$ cat src/rtl/lpl_pkg.sv
package lpl_pkg;
    localparam int unsigned CfgAddrBits = 4;
    localparam logic [1:0] RegGate    = 2'd0;
    localparam logic [1:0] RegAttack  = 2'd1;
    localparam logic [1:0] RegRelease = 2'd2;

    typedef struct packed {
        logic start;
        logic busy;
    } t_div_ctl;
endpackage

$ cat src/rtl/lpl_div.sv
module lpl_div
    import lpl_pkg::*;
#(
    parameter int unsigned W = 24
) (
    input  logic         i_clk,
    input  logic         i_rst_n,
    input  logic         i_start,
    input  logic [W-1:0] i_num,
    input  logic [W-1:0] i_den,
    output t_div_ctl     o_ctl,
    output logic [W-1:0] o_quot
);
    // restoring divide of (num << (W-1)) by den, one quotient bit a cycle
    localparam int unsigned NB = 2 * W - 1;
    localparam int unsigned CB = $clog2(NB + 1);

    logic [NB-1:0] r_num;
    logic [W:0]    r_rem;
    logic [W-1:0]  r_den;
    logic [W-1:0]  r_q;
    logic [CB-1:0] r_cnt;
    logic          r_busy;
    logic [W:0]    w_sh;
    logic [W+1:0]  w_diff;

    assign w_sh   = {r_rem[W-1:0], r_num[NB-1]};
    assign w_diff = {1'b0, w_sh} - {2'b0, r_den};

    always_ff @(posedge i_clk) begin
        if (!i_rst_n) begin
            r_busy <= 1'b0;
            r_cnt  <= '0;
        end else if (i_start) begin
            r_busy <= 1'b1;
            r_num  <= {i_num, {(W-1){1'b0}}};
            r_rem  <= '0;
            r_den  <= i_den;
            r_cnt  <= CB'(NB);
        end else if (r_busy) begin
            r_num <= {r_num[NB-2:0], 1'b0};
            if (!w_diff[W+1]) begin
                r_rem <= w_diff[W:0];
                r_q   <= {r_q[W-2:0], 1'b1};
            end else begin
                r_rem <= w_sh;
                r_q   <= {r_q[W-2:0], 1'b0};
            end
            r_cnt <= r_cnt - 1'b1;
            if (r_cnt == CB'(1)) r_busy <= 1'b0;
        end
    end

    assign o_ctl.start = i_start;
    assign o_ctl.busy  = r_busy;
    assign o_quot      = r_q;
endmodule

$ cat config.mk
export PLATFORM = sky130hd
export DESIGN_NAME = lpl_div
export DESIGN_NICKNAME = d
export VERILOG_FILES = /design/src/rtl/lpl_pkg.sv /design/src/rtl/lpl_div.sv
export SDC_FILE = /design/constraint.sdc
export NUM_CORES = 1
export LEC_CHECK = 0
export ABC_AREA = 0
export CAP_MARGIN = 20
export CORE_ASPECT_RATIO = 2
export CORE_UTILIZATION = 40
export DETAILED_ROUTE_END_ITERATION = 8
export DONT_BUFFER_PORTS = 1
export PLACE_DENSITY_LB_ADDON = 0.08
export SETUP_SLACK_MARGIN = 0.15
export SYNTH_ARGS = -nofsm -noshare
export SYNTH_HDL_FRONTEND = slang
export SYNTH_SLANG_ARGS = --single-unit
$ cat constraint.sdc
create_clock -name i_clk -period 3.3 [get_ports i_clk]
set_input_delay 0.825 -clock i_clk [delete_from_list [all_inputs] [get_ports i_clk]]
set_output_delay 0.825 -clock i_clk [all_outputs]
set_load 0.02 [all_outputs]
==> results of run 1 <==
==> logic make-up after synthesis <==
family,Yosys count
adder cells (fa/ha/maj),27
AO/OA/AOI/OAI,94
multiplexers,34
flip-flops,103
buffers and inverters,47
XOR/XNOR,23
AND/OR/NAND/NOR,89
==> flip-flops by register name, summed over array words and instances (netlist names) <==
signal and cells:
o_quot 24, r_busy 1, r_cnt 6, r_den 24, r_num 24, r_rem 24
==> worst max path at each step <==
stage                   start        end  slack (ns)
global route        r_num[46]  r_rem[22]        0.24
floorplan             i_start  r_num[23]        0.69
finish              r_num[46]  r_rem[22]        0.37
detailed placement  r_num[46]  r_rem[22]        0.40
CTS                 r_num[46]  r_rem[22]        0.37
global placement    r_num[46]  r_rem[22]        0.37
==> critical path, stage by stage (launching register included) <==
cell and delay [ns]:
edfxtp_1 0.34, inv_1 0.07, ha_1 0.23, fa_1 0.41
nor2b_1 0.18, o211a_1 0.21, o21ai_1 0.15, o21a_1 0.28
o211a_1 0.26, or3_1 0.36, a311oi_1 0.26
==> layout make-up <==
type | instances | area [um2] | share of cell area (%)
inverters | 36 | 135 | 2.38
multi-input cells | 267 | 1970 | 34.7
clock buffers | 9 | 225 | 3.97
flip-flops and latches | 103 | 3020 | 53.3
clock inverters | 7 | 71.3 | 1.26
repair buffers | 5 | 62.6 | 1.10
well taps | 150 | 188 | 3.31
==> layer usage <==
layer,share of wire [%],routed length (um)
met4,2.5,259
met3,4.0,414
met2,57,5890
met5,0,0
met1,37,3830
==> placed cells by master, fill, tap and decap left out, types with 4 or more instances in the layout <==
master     instances
edfxtp_1          96
nand4_1            4
clkbuf_16          9
xnor2_1           15
nand2_1           24
a21oi_1           24
nand3_1           10
dfxtp_1            7
and2_1             4
nor3_1             4
ha_1              26
nor2_1            27
a21o_1             5
o211ai_1           5
mux2_2            23
o21a_1             6
inv_6              4
inv_1             34
o21ai_0           12
xor2_1             8
o21ai_1            9
a21boi_0           7
mux2i_1           11
==> where the power goes <==
group          internal (mW)  switching, mW
registers               1.54         0.0520
clock network          0.536          0.518
logic                  0.292          0.390
==> impl_metrics.env, run 1 <==
export IMPL_status="finished clean"
export IMPL_cts_buffer_depth=2
export IMPL_startpoint_type="flop"
export IMPL_grt_pass1_wl_um=16500
export IMPL_fin_crit_ns=2.93
export IMPL_synth_nets=495
export IMPL_placed_cells=561
export IMPL_synth_xor_area_share_pct=3.89
export IMPL_core_region_area_um2=12600
export IMPL_synth_compound_area_share_pct=12.0
export IMPL_post_synth_top_area_fraction_pct=55.7
export IMPL_placed_area_um2=5380
export IMPL_critical_path_endpoint_type="flop"
export IMPL_final_cell_count_no_fill=577
export IMPL_synthTopCellsByCount="edfxtp_1, inv_1, nor2_1, ha_1"
export IMPL_synth_async_sr_flop_share_pct=0
export IMPL_worstPathMaxFanout=4
export IMPL_finalCritPeriodShare_pct=88.7
export IMPL_yosysTopAreaCell="edfxtp_1"
export IMPL_synthFlopType="edfxtp_1"
export IMPL_rsz0062_at_grt="false"
export IMPL_grt_util_met1_pct=16.9
export IMPL_cts_setup_buffers=0
export IMPL_yosysSeqAreaShare_pct=58.4
export IMPL_cts_resized_gates=0
export IMPL_power_per_cell_area_nw_per_um2=587
export IMPL_route_detailed_drc=0
export IMPL_via_count=3156
export IMPL_cap_violations=0
export IMPL_hold_path_end="r_busy"
export IMPL_grt_pass1_vias=3360
export IMPL_fin_hold_ws_ns=0.508
export IMPL_clock_skew_ns=0.0107
export IMPL_globalRouteMet3Util_pct=3.47
export IMPL_pin_count=77
export IMPL_ff2ff_setup_slack_ns=0.37
export IMPL_path_clk_slew_ns=0.07
export IMPL_worst_r2r_path_depth=10
export IMPL_dpl_worst_slack_ns=0.400
export IMPL_grt_use_met2_pct=31.9
export IMPL_drt_iter0_drc=129
export IMPL_n_antenna_cell=0
export IMPL_routed_wl_um=10400
export IMPL_synth_edf_count=96
export IMPL_port_buffers=0
export IMPL_synth_fa_ha_area_share_pct=6.68
export IMPL_dp_final_hpwl_um=7550
export IMPL_syn2layout_area_growth_pct=9.72
export IMPL_fp_dieArea_um2=13400
export IMPL_drtAntennaViolNets=0
export IMPL_ir_worst_vdd_mv=0.345
export IMPL_synth_cells=417
export IMPL_wl_per_cell_um=18.0
export IMPL_slew_viol_final=0
export IMPL_avgSynthCellArea_um2=12.4
export IMPL_synth_top_family_by_area="compound AO/OA/AOI/OAI gates"
export IMPL_setup_viol=0
export IMPL_reg2reg_from="r_num[46]"
export IMPL_grt_ovfl_total=0
export IMPL_hold_buffers=0
export IMPL_synth_warnings=0
export IMPL_grt_max_degree=45
export IMPL_die_y_um=163
export IMPL_die_width_um=82.4
export IMPL_clock_fmax_mhz=342
export IMPL_slew_headroom_pct=46.9
export IMPL_synth_seq_cells=103
export IMPL_worstMarginPinSlew_ns=0.787
export IMPL_yosysMostFrequentCell="edfxtp_1"
export IMPL_total_power_mw=3.33
export IMPL_rows=58
export IMPL_synthSimpleGateAreaFrac_pct=8.18
export IMPL_globalplace_congestion=0.800
export IMPL_synthMuxAreaShare_pct=7.14
export IMPL_cts_sinks=103
export IMPL_min_delay_path_class="reg -> reg"
export IMPL_crit_type="reg -> reg"
export IMPL_layout_nets=500
export IMPL_rr_endpoint="r_rem[22]"
export IMPL_cp_arrival_ns=3.10
export IMPL_clkLatencyLatePin_ns=0.35
export IMPL_hp_start="r_cnt[5]"
export IMPL_firstDrtPassIters=4
export IMPL_post_route_util_pct=45.2
export IMPL_numCtsBuffers=9
export IMPL_synth_cell_types=52
export IMPL_grtUsageTotal_pct=16.8
export IMPL_holdPathStages=1
export IMPL_fin_area_um2=5680
export IMPL_cts_tree="done"
export IMPL_tns_ns=0
export IMPL_fin_ws_ns=0.374
export IMPL_vias_per_cell=5.47
export IMPL_busiest_layer="met2"
export IMPL_start_util_pct=41.2
export IMPL_cts_root_buf="clkbuf_16"
export IMPL_p_leak_nw=2.14
export IMPL_nFillCells=1155
export IMPL_antenna_found_initial=0
export IMPL_drive_gt1_share_pct=11.9
export IMPL_htreeDepth=3
export IMPL_syn_area_um2=5170
export IMPL_required_ns=3.47
export IMPL_hold_viol_final=0
export IMPL_synth_top_cells_by_area="edfxtp_1, ha_1, mux2_2"
Note: power is estimated with default switching activity, not from simulation.
==> run 2, diff against run 1 <==
--- a/config.mk
+++ b/config.mk
@@ -12,6 +12,7 @@
 export DETAILED_ROUTE_END_ITERATION = 8
 export DONT_BUFFER_PORTS = 1
 export PLACE_DENSITY_LB_ADDON = 0.08
+export REMOVE_ABC_BUFFERS = 1
 export SETUP_SLACK_MARGIN = 0.15
 export SYNTH_ARGS = -nofsm -noshare
 export SYNTH_HDL_FRONTEND = slang
==> impl_metrics.env, run 2 (synthesized netlist as in run 1, its figures left out) <==
export IMPL_status="finished clean"
export IMPL_hold_viol_final=0
export IMPL_path_clk_slew_ns=0.08
export IMPL_drive_gt1_share_pct=12.1
export IMPL_n_antenna_cell=0
export IMPL_htreeDepth=3
export IMPL_antenna_found_initial=0
export IMPL_cp_arrival_ns=3.04
export IMPL_via_count=3116
export IMPL_slew_headroom_pct=48.7
export IMPL_final_cell_count_no_fill=578
export IMPL_dpl_worst_slack_ns=0.448
export IMPL_final_cell_mix="edfxtp_1, inv_1, nor2_1"
export IMPL_crit_type="reg -> reg"
export IMPL_layout_nets=501
export IMPL_wl_per_cell_um=17.6
export IMPL_globalplace_congestion=0.843
export IMPL_cts_sinks=103
export IMPL_startpoint_type="flop"
export IMPL_dp_final_hpwl_um=7710
export IMPL_fin_crit_ns=2.87
export IMPL_placed_cells=562
export IMPL_fin_ws_ns=0.433
export IMPL_cts_root_buf="clkbuf_16"
export IMPL_syn2layout_area_growth_pct=9.65
export IMPL_required_ns=3.47
export IMPL_die_width_um=82.4
export IMPL_finalCritPeriodShare_pct=86.9
export IMPL_clock_fmax_mhz=349
export IMPL_drt_iter0_drc=94
export IMPL_start_util_pct=41.2
export IMPL_rsz0062_at_grt="false"
export IMPL_hold_buffers=0
export IMPL_power_per_cell_area_nw_per_um2=584
export IMPL_route_detailed_drc=0
export IMPL_grt_max_degree=45
export IMPL_cts_resized_gates=0
export IMPL_min_delay_path_class="reg -> reg"
export IMPL_setup_viol=0
export IMPL_cts_tree="done"
export IMPL_port_buffers=0
export IMPL_worst_r2r_path_depth=10
export IMPL_drtAntennaViolNets=0
export IMPL_firstDrtPassIters=4
export IMPL_critical_path_endpoint_type="flop"
export IMPL_vias_per_cell=5.39
export IMPL_fp_dieArea_um2=13400
export IMPL_tns_ns=0
export IMPL_cts_setup_buffers=0
export IMPL_grt_pass1_wl_um=16300
export IMPL_clock_skew_ns=0.0110
export IMPL_routed_wl_um=10200
export IMPL_rows=58
export IMPL_grt_pass1_vias=3393
export IMPL_cap_violations=0
export IMPL_total_power_mw=3.31
export IMPL_final_common_cell="edfxtp_1"
export IMPL_fin_hold_ws_ns=0.510
export IMPL_clkLatencyLatePin_ns=0.35
export IMPL_cts_buffer_depth=2
export IMPL_worstPathMaxFanout=4
export IMPL_numCtsBuffers=9
export IMPL_pin_count=77
export IMPL_slew_viol_final=0
export IMPL_holdPathStages=1
export IMPL_ir_worst_vdd_mv=0.333
export IMPL_grt_ovfl_total=0
export IMPL_core_region_area_um2=12600
export IMPL_p_leak_nw=2.14
export IMPL_worstMarginPinSlew_ns=0.759
export IMPL_grtUsageTotal_pct=16.6
export IMPL_die_y_um=163
run 2: changes by cell type in the layout (fill, tap and decap cells not counted), sizes merged:
cell	delta
clkinvlp	+1
clkinv	+1
inv	-2
buf	+1
run 2: power by group:
group          switching (mW)  internal (mW)
Clock                   0.510          0.534
Combinational           0.382          0.288
Sequential             0.0528           1.54
Total                   0.945           2.37
run 2: routing by layer:
metal / vias to the layer above / global-route usage, % / part of all wire [%]
li1: 1541 / - / -
met1: 1488 / 16.1 / 36
met2: 68 / 31.5 / 57
met3: 19 / 3.14 / 3.2
met4: 0 / 8.21 / 3.2
met5: - / 0 / 0
run 2: cell type report:
type | instances | area [um2]
inverters | 36 | 135
well taps | 150 | 188
flip-flops and latches | 103 | 3020
fillers | 1176 | 6880
clock inverters | 7 | 72.6
repair buffers | 6 | 57.6
clock buffers | 9 | 225
multi-input cells | 267 | 1970
run 2: critical path: stages, from the launching register on:
cell,delay (ns)
edfxtp_1,0.34
inv_1,0.06
ha_1,0.22
fa_1,0.41
nor2b_1,0.18
o211a_1,0.20
o21ai_1,0.13
o21a_1,0.26
o211a_1,0.26
or3_1,0.35
a311oi_1,0.27
run 2: through the flow:
step	util (%)	area [um2]
floorplan	-	5120
global placement	42.8	5370
detailed placement	42.8	5370
CTS	45.2	5670
global route	45.2	5670
finish	45.2	5670
run 2: path summary, 6_finish.rpt:
check,from,end,slack [ns]
min reg2reg,r_cnt[5],r_busy,0.51
max reg2reg,r_num[46],r_rem[22],0.43
max,r_num[46],r_rem[22],0.43
min,r_cnt[5],r_busy,0.51
==> run 3, diff against run 2 <==
--- a/config.mk
+++ b/config.mk
@@ -8,6 +8,7 @@
 export ABC_AREA = 0
 export CAP_MARGIN = 20
 export CORE_ASPECT_RATIO = 2
+export CORE_MARGIN = 8
 export CORE_UTILIZATION = 40
 export DETAILED_ROUTE_END_ITERATION = 8
 export DONT_BUFFER_PORTS = 1
==> impl_metrics.env, run 3 (synthesized netlist as in run 1, its figures left out) <==
export IMPL_cts_root_buf="clkbuf_16"
export IMPL_slew_viol_final=0
export IMPL_fp_dieArea_um2=17000
export IMPL_numCtsBuffers=9
export IMPL_min_delay_path_class="reg -> reg"
export IMPL_antenna_found_initial=0
export IMPL_crit_type="reg -> reg"
export IMPL_firstDrtPassIters=4
export IMPL_fin_ws_ns=0.492
export IMPL_clock_fmax_mhz=356
export IMPL_setup_viol=0
export IMPL_slew_headroom_pct=63.7
export IMPL_ir_worst_vdd_mv=0.338
export IMPL_start_util_pct=40.3
export IMPL_fin_area_um2=5690
export IMPL_power_per_cell_area_nw_per_um2=593
export IMPL_startpoint_type="flop"
export IMPL_finalCritPeriodShare_pct=85.1
export IMPL_via_count=3174
export IMPL_grt_pass1_wl_um=17400
export IMPL_multiInputGateArea_um2=1970
export IMPL_placed_area_um2=5380
export IMPL_cts_resized_gates=0
export IMPL_die_width_um=96.4
export IMPL_core_region_area_um2=12800
export IMPL_clkLatencyLatePin_ns=0.35
export IMPL_ff2ff_setup_slack_ns=0.49
export IMPL_clock_skew_ns=0.0143
export IMPL_rsz0062_at_grt="false"
export IMPL_dp_final_hpwl_um=7820
export IMPL_critical_path_endpoint_type="flop"
export IMPL_final_cell_count_no_fill=580
export IMPL_final_cell_mix="edfxtp_1, inv_1, nor2_1"
export IMPL_wl_per_cell_um=18.8
export IMPL_nFillCells=1260
export IMPL_fin_crit_ns=2.81
export IMPL_vias_per_cell=5.47
export IMPL_regArea_um2=3020
export IMPL_path_clk_slew_ns=0.08
export IMPL_final_common_cell="edfxtp_1"
export IMPL_syn2layout_area_growth_pct=9.99
export IMPL_worstPathMaxFanout=8
export IMPL_grt_max_degree=45
export IMPL_layout_nets=502
export IMPL_cap_violations=0
export IMPL_fin_hold_ws_ns=0.533
export IMPL_route_detailed_drc=0
export IMPL_required_ns=3.39
export IMPL_grt_pass1_vias=3366
export IMPL_grtUsageTotal_pct=13.4
export IMPL_dpl_worst_slack_ns=0.518
export IMPL_globalplace_congestion=0.863
export IMPL_status="finished clean"
export IMPL_drt_iter0_drc=186
export IMPL_routed_wl_um=10900
export IMPL_cts_buffer_depth=2
export IMPL_grt_ovfl_total=0
export IMPL_worstMarginPinSlew_ns=0.545
export IMPL_drtAntennaViolNets=0
export IMPL_p_leak_nw=2.14
export IMPL_htreeDepth=3
export IMPL_n_antenna_cell=0
export IMPL_cts_sinks=103
export IMPL_drive_gt1_share_pct=12.1
export IMPL_rows=59
export IMPL_cp_arrival_ns=2.90
export IMPL_hold_buffers=0
export IMPL_cts_tree="done"
export IMPL_cts_setup_buffers=0
export IMPL_placed_cells=565
export IMPL_port_buffers=0
export IMPL_pin_count=77
export IMPL_hold_viol_final=0
export IMPL_die_y_um=177
-- run 3: worst max-delay path, cell delays in order, from the launching register on --
cell and delay [ns]:
edfxtp_1 0.41, ha_1 0.40, a21oi_1 0.28, o21ai_1 0.12, a22oi_1 0.23, inv_2 0.09, o31ai_4 0.49, buf_4 0.26
mux2i_1 0.21, nor2_1 0.06
-- run 3: per-stage QoR --
| step | TNS, ns | util (%) | power, mW |
|---|---|---|---|
| floorplan | -0.129 | - | 2.14 |
| global placement | 0 | 41.9 | 2.30 |
| detailed placement | 0 | 41.9 | 2.31 |
| CTS | 0 | 44.3 | 3.41 |
| global route | 0 | 44.3 | 3.56 |
| finish | 0 | 44.3 | 3.37 |
-- run 3: layout make-up --
cell class,instances,area share (%)
Clock buffer,9,3.96
Clock inverter,6,1.41
Sequential cell,103,53.1
Multi-Input combinational cell,267,34.6
Tap cell,152,3.34
Timing Repair Buffer,7,1.14
Inverter,36,2.38
-- run 3: path summary, 6_finish.rpt --
path | endpoint | depth (start not counted) | startpoint
min | r_busy | 1 | r_cnt[5]
min reg2reg | r_busy | 1 | r_cnt[5]
max | r_rem[9] | 9 | r_rem[11]
max reg2reg | r_rem[9] | 9 | r_rem[11]
-- run 3: where the power goes --
| group | leakage, nW | switching (mW) | internal (mW) |
|---|---|---|---|
| clock | 0.145 | 0.497 | 0.598 |
| sequential | 0.966 | 0.0519 | 1.54 |
| combinational | 1.03 | 0.385 | 0.296 |
| total | 2.14 | 0.933 | 2.44 |
-- run 3: per-layer routing --
layer | global-route usage (%) | vias up | part of all wire [%]
li1 | - | 1545 | -
met1 | 16.4 | 1549 | 43
met2 | 21.8 | 67 | 51
met3 | 3.65 | 13 | 4.4
met4 | 4.96 | 0 | 1.6
met5 | 0 | - | 0
